--- config.mk ---
export PLATFORM = sky130hd
export DESIGN_NAME = lcd_segment_depth_to_nmea_top
export DESIGN_NICKNAME = d
export VERILOG_FILES = /design/src/sv/lsdn_pkg.sv /design/src/sv/lsdn_framer.sv /design/src/sv/lsdn_emitter.sv /design/src/sv/lcd_segment_depth_to_nmea_top.sv
export VERILOG_INCLUDE_DIRS = /design/src /design/src/sv
export SDC_FILE = /design/constraint.sdc
export NUM_CORES = 1
export LEC_CHECK = 0
export BUFFER_PORTS_ARGS = -buffer_cell sky130_fd_sc_hd__buf_2
export CORE_ASPECT_RATIO = 0.7
export CORE_MARGIN = 10
export CORE_UTILIZATION = 49
export CTS_CLUSTER_DIAMETER = 200
export DETAILED_ROUTE_END_ITERATION = 7
export PLACE_DENSITY = 0.66
export SLEW_MARGIN = 20
export SYNTH_ARGS = -nofsm -noshare
export SYNTH_HDL_FRONTEND = slang
export SYNTH_HIERARCHICAL = 1
export SYNTH_SLANG_ARGS = --single-unit
--- constraint.sdc ---
create_clock -name i_clk -period 6.05 [get_ports i_clk]
set_input_delay 0.3025 -clock i_clk [delete_from_list [all_inputs] [get_ports i_clk]]
set_output_delay 0.3025 -clock i_clk [all_outputs]
set_load 0.02 [all_outputs]
--- src/sv/assert_macros.svh ---
// Assertion macros shared by the depth sentence encoder modules.
// Each macro expects i_clk in the scope where it is used; LSDN_ASSERT also expects i_rst_n.
`ifndef ASSERT_MACROS_SVH
`define ASSERT_MACROS_SVH
`ifndef SYNTHESIS
`define LSDN_ASSERT(lbl, prop, msg) \
    lbl: assert property (@(posedge i_clk) disable iff (!i_rst_n) prop) else $error(msg);
`define LSDN_ASSERT_ALWAYS(lbl, prop, msg) \
    lbl: assert property (@(posedge i_clk) prop) else $error(msg);
`else
`define LSDN_ASSERT(lbl, prop, msg)
`define LSDN_ASSERT_ALWAYS(lbl, prop, msg)
`endif
`endif

--- src/sv/lsdn_pkg.sv ---
// Types, character constants and segment pattern decoders for the depth encoder.
// No dependencies.
`default_nettype none
package lsdn_pkg;

    typedef struct packed {
        logic       ok;
        logic [3:0] val;
    } t_digit;

    typedef struct packed {
        t_digit units;
        t_digit tens;
        logic   point;
        t_digit tenths;
    } t_frame;

    localparam logic [7:0] HEADER [5] = '{8'hCE, 8'h80, 8'hE0, 8'hF8, 8'h70};

    localparam logic [7:0] MASK_TENS   = 8'hFE;
    localparam logic [7:0] MASK_TENTHS = 8'hBF;
    localparam logic [7:0] MASK_UN_HI  = 8'h2F;
    localparam logic [7:0] MASK_UN_LO  = 8'hC0;

    localparam logic [6:0] LEAD_TEXT [7] = '{7'h24, 7'h53, 7'h44, 7'h44, 7'h50, 7'h54, 7'h2C};
    localparam logic [6:0] TAIL_TEXT [5] = '{7'h2C, 7'h30, 7'h2E, 7'h30, 7'h2A};
    localparam logic [6:0] CH_ZERO  = 7'h30;
    localparam logic [6:0] CH_A     = 7'h41;
    localparam logic [6:0] CH_POINT = 7'h2E;
    localparam logic [6:0] CH_CR    = 7'h0D;
    localparam logic [6:0] CH_LF    = 7'h0A;

    // The fixed characters between the dollar sign and the asterisk, folded once.
    localparam logic [6:0] SUM_BASE = LEAD_TEXT[1] ^ LEAD_TEXT[2] ^ LEAD_TEXT[3] ^
                                      LEAD_TEXT[4] ^ LEAD_TEXT[5] ^ LEAD_TEXT[6] ^
                                      TAIL_TEXT[0] ^ TAIL_TEXT[1] ^ TAIL_TEXT[2] ^
                                      TAIL_TEXT[3];

    function automatic t_digit match_tens(input logic [7:0] v);
        t_digit d;
        d.ok = 1'b1;
        case (v)
            8'hEE: d.val = 4'd0;
            8'h44: d.val = 4'd1;
            8'hB6: d.val = 4'd2;
            8'hD6: d.val = 4'd3;
            8'h5C: d.val = 4'd4;
            8'hDA: d.val = 4'd5;
            8'hFA: d.val = 4'd6;
            8'h46: d.val = 4'd7;
            8'hFE: d.val = 4'd8;
            8'hDE: d.val = 4'd9;
            default: begin
                d.ok  = 1'b0;
                d.val = 4'd0;
            end
        endcase
        return d;
    endfunction

    function automatic t_digit match_tenths(input logic [7:0] v);
        t_digit d;
        d.ok = 1'b1;
        case (v)
            8'hBB: d.val = 4'd0;
            8'h11: d.val = 4'd1;
            8'h9E: d.val = 4'd2;
            8'h97: d.val = 4'd3;
            8'h35: d.val = 4'd4;
            8'hA7: d.val = 4'd5;
            8'hAF: d.val = 4'd6;
            8'h91: d.val = 4'd7;
            8'hBF: d.val = 4'd8;
            8'hB7: d.val = 4'd9;
            default: begin
                d.ok  = 1'b0;
                d.val = 4'd0;
            end
        endcase
        return d;
    endfunction

    function automatic t_digit match_units(input logic [7:0] hi, input logic [7:0] lo);
        t_digit d;
        logic [7:0] want_lo;
        d.ok    = 1'b1;
        want_lo = 8'hC0;
        case (hi)
            8'h2E: d.val = 4'd0;
            8'h04: begin d.val = 4'd1; want_lo = 8'h40; end
            8'h27: begin d.val = 4'd2; want_lo = 8'h80; end
            8'h25: d.val = 4'd3;
            8'h0D: begin d.val = 4'd4; want_lo = 8'h40; end
            8'h29: d.val = 4'd5;
            8'h2B: d.val = 4'd6;
            8'h24: begin d.val = 4'd7; want_lo = 8'h40; end
            8'h2F: d.val = 4'd8;
            8'h2D: d.val = 4'd9;
            default: begin
                d.ok  = 1'b0;
                d.val = 4'd0;
            end
        endcase
        if (lo != want_lo) begin
            d.ok = 1'b0;
        end
        return d;
    endfunction

    function automatic logic [6:0] digit_char(input logic [3:0] v);
        return CH_ZERO + {3'b000, v};
    endfunction

    function automatic logic [6:0] hex_char(input logic [3:0] v);
        return (v < 4'd10) ? CH_ZERO + {3'b000, v} : CH_A + {3'b000, v - 4'd10};
    endfunction

endpackage
`default_nettype wire

--- src/sv/lsdn_framer.sv ---
// Header hunt, segment byte capture and digit decode into a pending frame register.
// Depends on lsdn_pkg and assert_macros.svh.
`default_nettype none
`include "assert_macros.svh"
module lsdn_framer (
    input  wire logic          i_clk,
    input  wire logic          i_rst_n,
    input  wire logic [7:0]    i_rx_byte,
    input  wire logic          i_rx_valid,
    output logic               o_rx_ready,
    input  wire logic          i_frame_take,
    output logic               o_frame_valid,
    output lsdn_pkg::t_frame   o_frame
);
    import lsdn_pkg::*;

    localparam logic [3:0] POS_SEG0 = 4'd5;
    localparam logic [3:0] POS_LAST = 4'd10;

    logic [3:0] r_pos, n_pos;
    logic [7:0] r_seg0, r_seg1, r_seg3, r_seg4;
    logic       r_frame_valid;
    t_frame     r_frame;
    t_frame     n_frame;
    logic       w_accept, w_sentence;
    logic [7:0] w_s0, w_s1, w_s3, w_s4, w_s5;

    assign o_rx_ready = !(r_pos == POS_LAST && r_frame_valid && !i_frame_take);
    assign w_accept   = i_rx_valid && o_rx_ready;

    // The sixth segment byte is decoded straight from the input.
    assign w_s0 = r_seg0;
    assign w_s1 = r_seg1;
    assign w_s3 = r_seg3;
    assign w_s4 = r_seg4;
    assign w_s5 = i_rx_byte;

    always_comb begin
        n_frame.tens   = match_tens(w_s0 & MASK_TENS);
        n_frame.tenths = match_tenths(w_s1 & MASK_TENTHS);
        n_frame.units  = match_units(w_s4 & MASK_UN_HI, w_s5 & MASK_UN_LO);
        n_frame.point  = w_s3[7];
        w_sentence     = w_s0[0] &&
                         (n_frame.tens.ok || n_frame.tenths.ok || n_frame.units.ok);
    end

    always_comb begin
        if (r_pos < POS_SEG0) begin
            n_pos = (i_rx_byte == HEADER[r_pos[2:0]]) ? r_pos + 4'd1 : 4'd0;
        end else if (r_pos < POS_LAST) begin
            n_pos = r_pos + 4'd1;
        end else begin
            n_pos = 4'd0;
        end
    end

    always_ff @(posedge i_clk) begin
        if (!i_rst_n) begin
            r_pos         <= 4'd0;
            r_frame_valid <= 1'b0;
        end else begin
            if (w_accept && r_pos == POS_LAST && w_sentence) begin
                r_frame_valid <= 1'b1;
            end else if (i_frame_take) begin
                r_frame_valid <= 1'b0;
            end
            if (w_accept) begin
                r_pos <= n_pos;
            end
        end
    end

    always_ff @(posedge i_clk) begin
        if (w_accept) begin
            case (r_pos)
                4'd5:    r_seg0 <= i_rx_byte;
                4'd6:    r_seg1 <= i_rx_byte;
                4'd8:    r_seg3 <= i_rx_byte;
                4'd9:    r_seg4 <= i_rx_byte;
                default: ;
            endcase
            if (r_pos == POS_LAST) begin
                r_frame <= n_frame;
            end
        end
    end

    assign o_frame_valid = r_frame_valid;
    assign o_frame       = r_frame;

    `LSDN_ASSERT(a_pos_range, r_pos <= POS_LAST, "hunt position out of range")
    `LSDN_ASSERT(a_frame_kept, r_frame_valid && !i_frame_take |=> r_frame_valid,
        "pending frame lost before it was taken")

endmodule
`default_nettype wire

--- src/sv/lsdn_emitter.sv ---
// Character sequencer that turns a decoded frame into the depth sentence.
// Depends on lsdn_pkg and assert_macros.svh.
`default_nettype none
`include "assert_macros.svh"
module lsdn_emitter (
    input  wire logic          i_clk,
    input  wire logic          i_rst_n,
    input  wire logic          i_frame_valid,
    input  wire lsdn_pkg::t_frame i_frame,
    output logic               o_frame_take,
    output logic [6:0]         o_out_char,
    output logic               o_last_char,
    output logic               o_out_valid,
    input  wire logic          i_out_ready
);
    import lsdn_pkg::*;

    localparam logic [4:0] SLOT_UNITS  = 5'd7;
    localparam logic [4:0] SLOT_TENS   = 5'd8;
    localparam logic [4:0] SLOT_POINT  = 5'd9;
    localparam logic [4:0] SLOT_TENTHS = 5'd10;
    localparam logic [4:0] SLOT_TAIL   = 5'd11;
    localparam logic [4:0] SLOT_HEX_HI = 5'd16;
    localparam logic [4:0] SLOT_HEX_LO = 5'd17;
    localparam logic [4:0] SLOT_CR     = 5'd18;
    localparam logic [4:0] SLOT_LF     = 5'd19;

    logic       r_busy;
    logic [4:0] r_slot, n_slot;
    t_frame     r_frame;
    logic [6:0] r_char, n_char;
    logic       r_last, r_valid;
    logic       w_adv;
    logic [3:0] w_present;
    logic [6:0] w_sum;
    logic [4:0] w_tail_off;

    assign w_adv        = !r_valid || i_out_ready;
    assign o_frame_take = !r_busy && i_frame_valid;

    assign w_present = {r_frame.units.ok, r_frame.tens.ok, r_frame.point, r_frame.tenths.ok};

    assign w_sum = SUM_BASE
                 ^ (r_frame.units.ok  ? digit_char(r_frame.units.val)  : 7'd0)
                 ^ (r_frame.tens.ok   ? digit_char(r_frame.tens.val)   : 7'd0)
                 ^ (r_frame.point     ? CH_POINT                       : 7'd0)
                 ^ (r_frame.tenths.ok ? digit_char(r_frame.tenths.val) : 7'd0);

    assign w_tail_off = r_slot - SLOT_TAIL;

    always_comb begin
        n_slot = r_slot + 5'd1;
        for (int i = 0; i < 4; i++) begin
            if (n_slot == SLOT_UNITS + 5'(i) && !w_present[3 - i]) begin
                n_slot = n_slot + 5'd1;
            end
        end
    end

    always_comb begin
        unique case (r_slot) inside
            [5'd0:5'd6]:  n_char = LEAD_TEXT[r_slot[2:0]];
            SLOT_UNITS:   n_char = digit_char(r_frame.units.val);
            SLOT_TENS:    n_char = digit_char(r_frame.tens.val);
            SLOT_POINT:   n_char = CH_POINT;
            SLOT_TENTHS:  n_char = digit_char(r_frame.tenths.val);
            [5'd11:5'd15]: n_char = TAIL_TEXT[w_tail_off[2:0]];
            SLOT_HEX_HI:  n_char = hex_char({1'b0, w_sum[6:4]});
            SLOT_HEX_LO:  n_char = hex_char(w_sum[3:0]);
            SLOT_CR:      n_char = CH_CR;
            SLOT_LF:      n_char = CH_LF;
            default:      n_char = CH_LF;
        endcase
    end

    always_ff @(posedge i_clk) begin
        if (!i_rst_n) begin
            r_busy  <= 1'b0;
            r_valid <= 1'b0;
            r_slot  <= 5'd0;
        end else begin
            if (w_adv) begin
                r_valid <= r_busy;
                if (r_busy) begin
                    if (r_slot == SLOT_LF) begin
                        r_busy <= 1'b0;
                    end else begin
                        r_slot <= n_slot;
                    end
                end
            end
            if (o_frame_take) begin
                r_busy <= 1'b1;
                r_slot <= 5'd0;
            end
        end
    end

    always_ff @(posedge i_clk) begin
        if (w_adv && r_busy) begin
            r_char <= n_char;
            r_last <= (r_slot == SLOT_LF);
        end
        if (o_frame_take) begin
            r_frame <= i_frame;
        end
    end

    assign o_out_char  = r_char;
    assign o_last_char = r_last;
    assign o_out_valid = r_valid;

    `LSDN_ASSERT(a_last_is_lf, r_valid && r_last |-> r_char == CH_LF,
        "last character is not a line feed")
    `LSDN_ASSERT(a_slot_range, r_busy |-> r_slot <= SLOT_LF, "slot beyond sentence end")
    `LSDN_ASSERT_ALWAYS(a_reset_idle, !i_rst_n |=> !r_busy && !r_valid,
        "sequencer active after reset")

endmodule
`default_nettype wire

--- src/sv/lcd_segment_depth_to_nmea_top.sv ---
// Top level of the LCD segment depth to NMEA depth sentence encoder.
// Depends on lsdn_pkg, lsdn_framer and lsdn_emitter.
//
//   channel   valid        ready        payload
//   input     i_rx_valid   o_rx_ready   i_rx_byte
//   output    o_out_valid  i_out_ready  o_out_char, o_last_char
//
// One display byte is taken per cycle; a completed frame is decoded in the cycle
// its last byte is accepted and sits in one pending frame register.
// The sequencer sends one character per cycle while i_out_ready holds, 17 to 20 per
// sentence. The input stalls only on a frame's last byte while the previous frame
// still waits. Synchronous reset returns to header hunting.
`default_nettype none
module lcd_segment_depth_to_nmea_top (
    input  wire logic       i_clk,
    input  wire logic       i_rst_n,
    input  wire logic [7:0] i_rx_byte,
    input  wire logic       i_rx_valid,
    output logic            o_rx_ready,
    output logic [6:0]      o_out_char,
    output logic            o_last_char,
    output logic            o_out_valid,
    input  wire logic       i_out_ready
);
    import lsdn_pkg::*;

    logic   w_frame_valid, w_frame_take;
    t_frame w_frame;

    lsdn_framer u_framer (
        .i_clk         (i_clk),
        .i_rst_n       (i_rst_n),
        .i_rx_byte     (i_rx_byte),
        .i_rx_valid    (i_rx_valid),
        .o_rx_ready    (o_rx_ready),
        .i_frame_take  (w_frame_take),
        .o_frame_valid (w_frame_valid),
        .o_frame       (w_frame)
    );

    lsdn_emitter u_emitter (
        .i_clk         (i_clk),
        .i_rst_n       (i_rst_n),
        .i_frame_valid (w_frame_valid),
        .i_frame       (w_frame),
        .o_frame_take  (w_frame_take),
        .o_out_char    (o_out_char),
        .o_last_char   (o_last_char),
        .o_out_valid   (o_out_valid),
        .i_out_ready   (i_out_ready)
    );

endmodule
`default_nettype wire

==> flow_summary.json <==
{
  "cts_tree": "yes",
  "finalCriticalPeriod_ns": 5.49,
  "vdd_drop_max_mv": 0.138,
  "grt_pass1_vias": 3106,
  "first_iter_violations": 264,
  "yosysTopAreaCell": "edfxtp_1",
  "synth_top_area_share_pct": 42.1,
  "syn_area_mm2": 0.00435,
  "path_clk_slew_ns": 0.05,
  "syn_inst": 403,
  "worst_ep_arrival_time_ns": 5.73,
  "wl_per_cell_um": 17.4,
  "ys.flop_type": "edfxtp_1",
  "finalWirelength_um": 9590,
  "synth_seq_cells": 73,
  "synth-simple-area-share_pct": 19.1,
  "syn_to_final_growth_pct": 12.6,
  "end_kind": "register",
  "seq_area_mm2": 0.00207,
  "num_vias": 3230,
  "clockRootBuffer": "clkbuf_16",
  "worstPathRequired_ns": 6.29,
  "gr-total-overflow": 0,
  "n_antenna_cell": 0,
  "yosysMostFrequentCell": "edfxtp_1",
  "cts_buffer_depth": 2,
  "maxSlewHeadroom_pct": 36.7,
  "start_util_pct": 50.8,
  "drv_cap": 0,
  "die-area_mm2": 0.0131,
  "grt_start_max_net_pins": 19,
  "postSynth.asyncResetShare_pct": 0,
  "synth_top_family_by_area": "simple AND/OR/NAND/NOR gates",
  "status": "finished clean",
  "worst_pin_slew_ns": 0.948,
  "setup-violations-final": 0,
  "ys_seq_area_share_pct": 47.7,
  "ant_nets": 0,
  "yosysWarnings": 6,
  "place_hpwl_um": 7020,
  "ys_types": 84,
  "yosys-mux-area-fraction_pct": 1.41,
  "crit_type": "reg2reg",
  "coreArea_mm2": 0.00855,
  "p_per_area_mw_per_mm2": 237,
  "synthTopCellsByArea": "edfxtp_1 (42%), ha_1 (6.9%), dfxtp_1 (5.5%)",
  "instances_no_fill": 550,
  "placed_cells": 534,
  "post_cts_buffers": 0,
  "fp.dieH_um": 98.8,
  "routed_via_density": 5.87,
  "avgSynthCellArea_um2": 10.8,
  "fmaxAchievable_mhz": 182,
  "hold_viol": 0,
  "cts_made_buffers": 9,
  "layout-drive-gt1-share_pct": 14.9,
  "fill_cells": 738,
  "cp-start-kind": "register",
  "timing.final.crit_share_pct": 90.8,
  "synth_compound_area_share_pct": 16.1,
  "syn_nets": 439,
  "tns_ns": 0,
  "io_pins": 22,
  "die_w_um": 133,
  "antenna_found_initial": 0,
  "clock_sink_count": 73,
  "drcViolationCount": 0,
  "drt-pass1-iter-count": 5,
  "ctsResizeCount": 0,
  "num_rows": 28,
  "maxSlewViolCount": 0,
  "clock-skew-final_ns": 0.00602,
  "grt_pass1_wl_um": 15900,
  "gp_congestion": 0.913,
  "yosys-top-cells-count": "edfxtp_1 (61), nand2_1 (40), ha_1 (24), a21oi_1 (23), inv_1 (21)",
  "multi_input_area_mm2": 0.00212,
  "fin_nets": 461,
  "path_max_fanout": 13,
  "grtUsageTotal_pct": 14.9,
  "leakage_uw": 0.00180,
  "hp-class": "in2reg",
  "cts_hold_buffers": 0,
  "ctsHtreeMaxLevel": 3,
  "io_buffers": 21,
  "synth_edf_count": 61,
  "clk_latency_ns": 0.33,
  "synth-xor-area-share_pct": 5.38,
  "rsz0062_at_grt": "no",
  "synth-adder-area-share_pct": 6.91
}
## logic make-up after synthesis
group / Yosys count
AND/OR/NAND/NOR: 144
AO/OA/AOI/OAI: 96
flip-flops: 73
buffers and inverters: 35
XOR/XNOR: 25
adder cells (fa/ha/maj): 24
multiplexers: 6
## layer usage
| metal | share of wire [%] | track usage [%] | vias to the layer above |
|---|---|---|---|
| met4 | 1.4 | 5.99 | 0 |
| met1 | 51 | 21.2 | 1565 |
| met3 | 5.1 | 3.45 | 12 |
| li1 | - | - | 1561 |
| met5 | 0 | 0 | - |
| met2 | 43 | 21.4 | 92 |
## final timing paths
path                            slack (ns)  cells after the start              endpoint                start
worst max register to register        0.56                     22   u_emitter/r_slot[0]  u_emitter/r_slot[0]
worst min-delay path                  0.22                      1    u_framer/r_seg4[0]         i_rx_byte[0]
worst max-delay path                  0.56                     22   u_emitter/r_slot[0]  u_emitter/r_slot[0]
worst min register to register        0.41                      0  u_emitter/r_frame[0]  u_framer/o_frame[0]
## placed cells by master, fill, tap and decap left out, types with 12 or more instances in the layout
master,synthesis,routed
ha_1,24,24
xnor2_1,12,12
dfxtp_1,12,12
nor2_1,16,16
inv_1,21,21
buf_2,2,21
nand2_1,40,40
edfxtp_1,61,61
a21oi_1,23,23
o21ai_0,15,15
## stage by stage
stage | area [µm²] | power (µW) | hold slack [ns] | util [%] | setup WS [ns]
detailed placement | 4550 | 564 | 0.405 | 53.2 | 0.545
global placement | 4550 | 564 | 0.404 | 53.2 | 0.764
floorplan | 4350 | 555 | 0.400 | - | 1.17
finish | 4900 | 1160 | 0.225 | 57.3 | 0.558
global route | 4900 | 1190 | 0.213 | 57.3 | 0.151
CTS | 4900 | 1170 | 0.208 | 57.3 | 0.542
## critical path: stages, from the launching register on
cell and delay (ns):
dfxtp_1 0.45, ha_1 0.37, and3_2 0.24, ha_1 0.43, nand3b_4 0.11, or4_4 0.52
xnor2_1 0.16, inv_1 0.07, ha_1 0.13, and3b_1 0.18, nand3_1 0.12, o22ai_4 0.23
mux2i_1 0.32, ha_1 0.18, nor2b_1 0.18, and4_2 0.30, mux2i_1 0.30, ha_1 0.20
nand2b_1 0.06, a21oi_1 0.12, nand4_1 0.17, or4_1 0.45, o311ai_1 0.08
## sequential cells by signal, summed over array words and instances (netlist names)
signal                  count
u_emitter/r_frame          16
u_framer/o_frame           16
u_framer/r_seg0             8
u_emitter/o_out_char        7
u_framer/r_seg1             7
u_emitter/r_slot            5
u_framer/r_seg4             5
u_framer/r_pos              4
u_emitter/o_last_char       1
u_emitter/o_out_valid       1
u_emitter/r_busy            1
u_framer/o_frame_valid      1
u_framer/r_seg3             1
## report_power, final
group | total, µW | internal [µW] | switching, µW | leakage, µW
registers | 539 | 539 | 0.0175 | 0.000656
clock network | 607 | 411 | 196 | 0.000172
logic | 14.8 | 4.95 | 9.85 | 0.000973
## area by class of cell
class	count	area share (%)
Multi-Input combinational cell	295	43.4
Sequential cell	73	42.3
Clock buffer	10	4.88
Tap cell	120	3.07
Timing Repair Buffer	23	2.45
Clock inverter	6	2.15
Inverter	23	1.76
(Power assumes the default switching activity.)
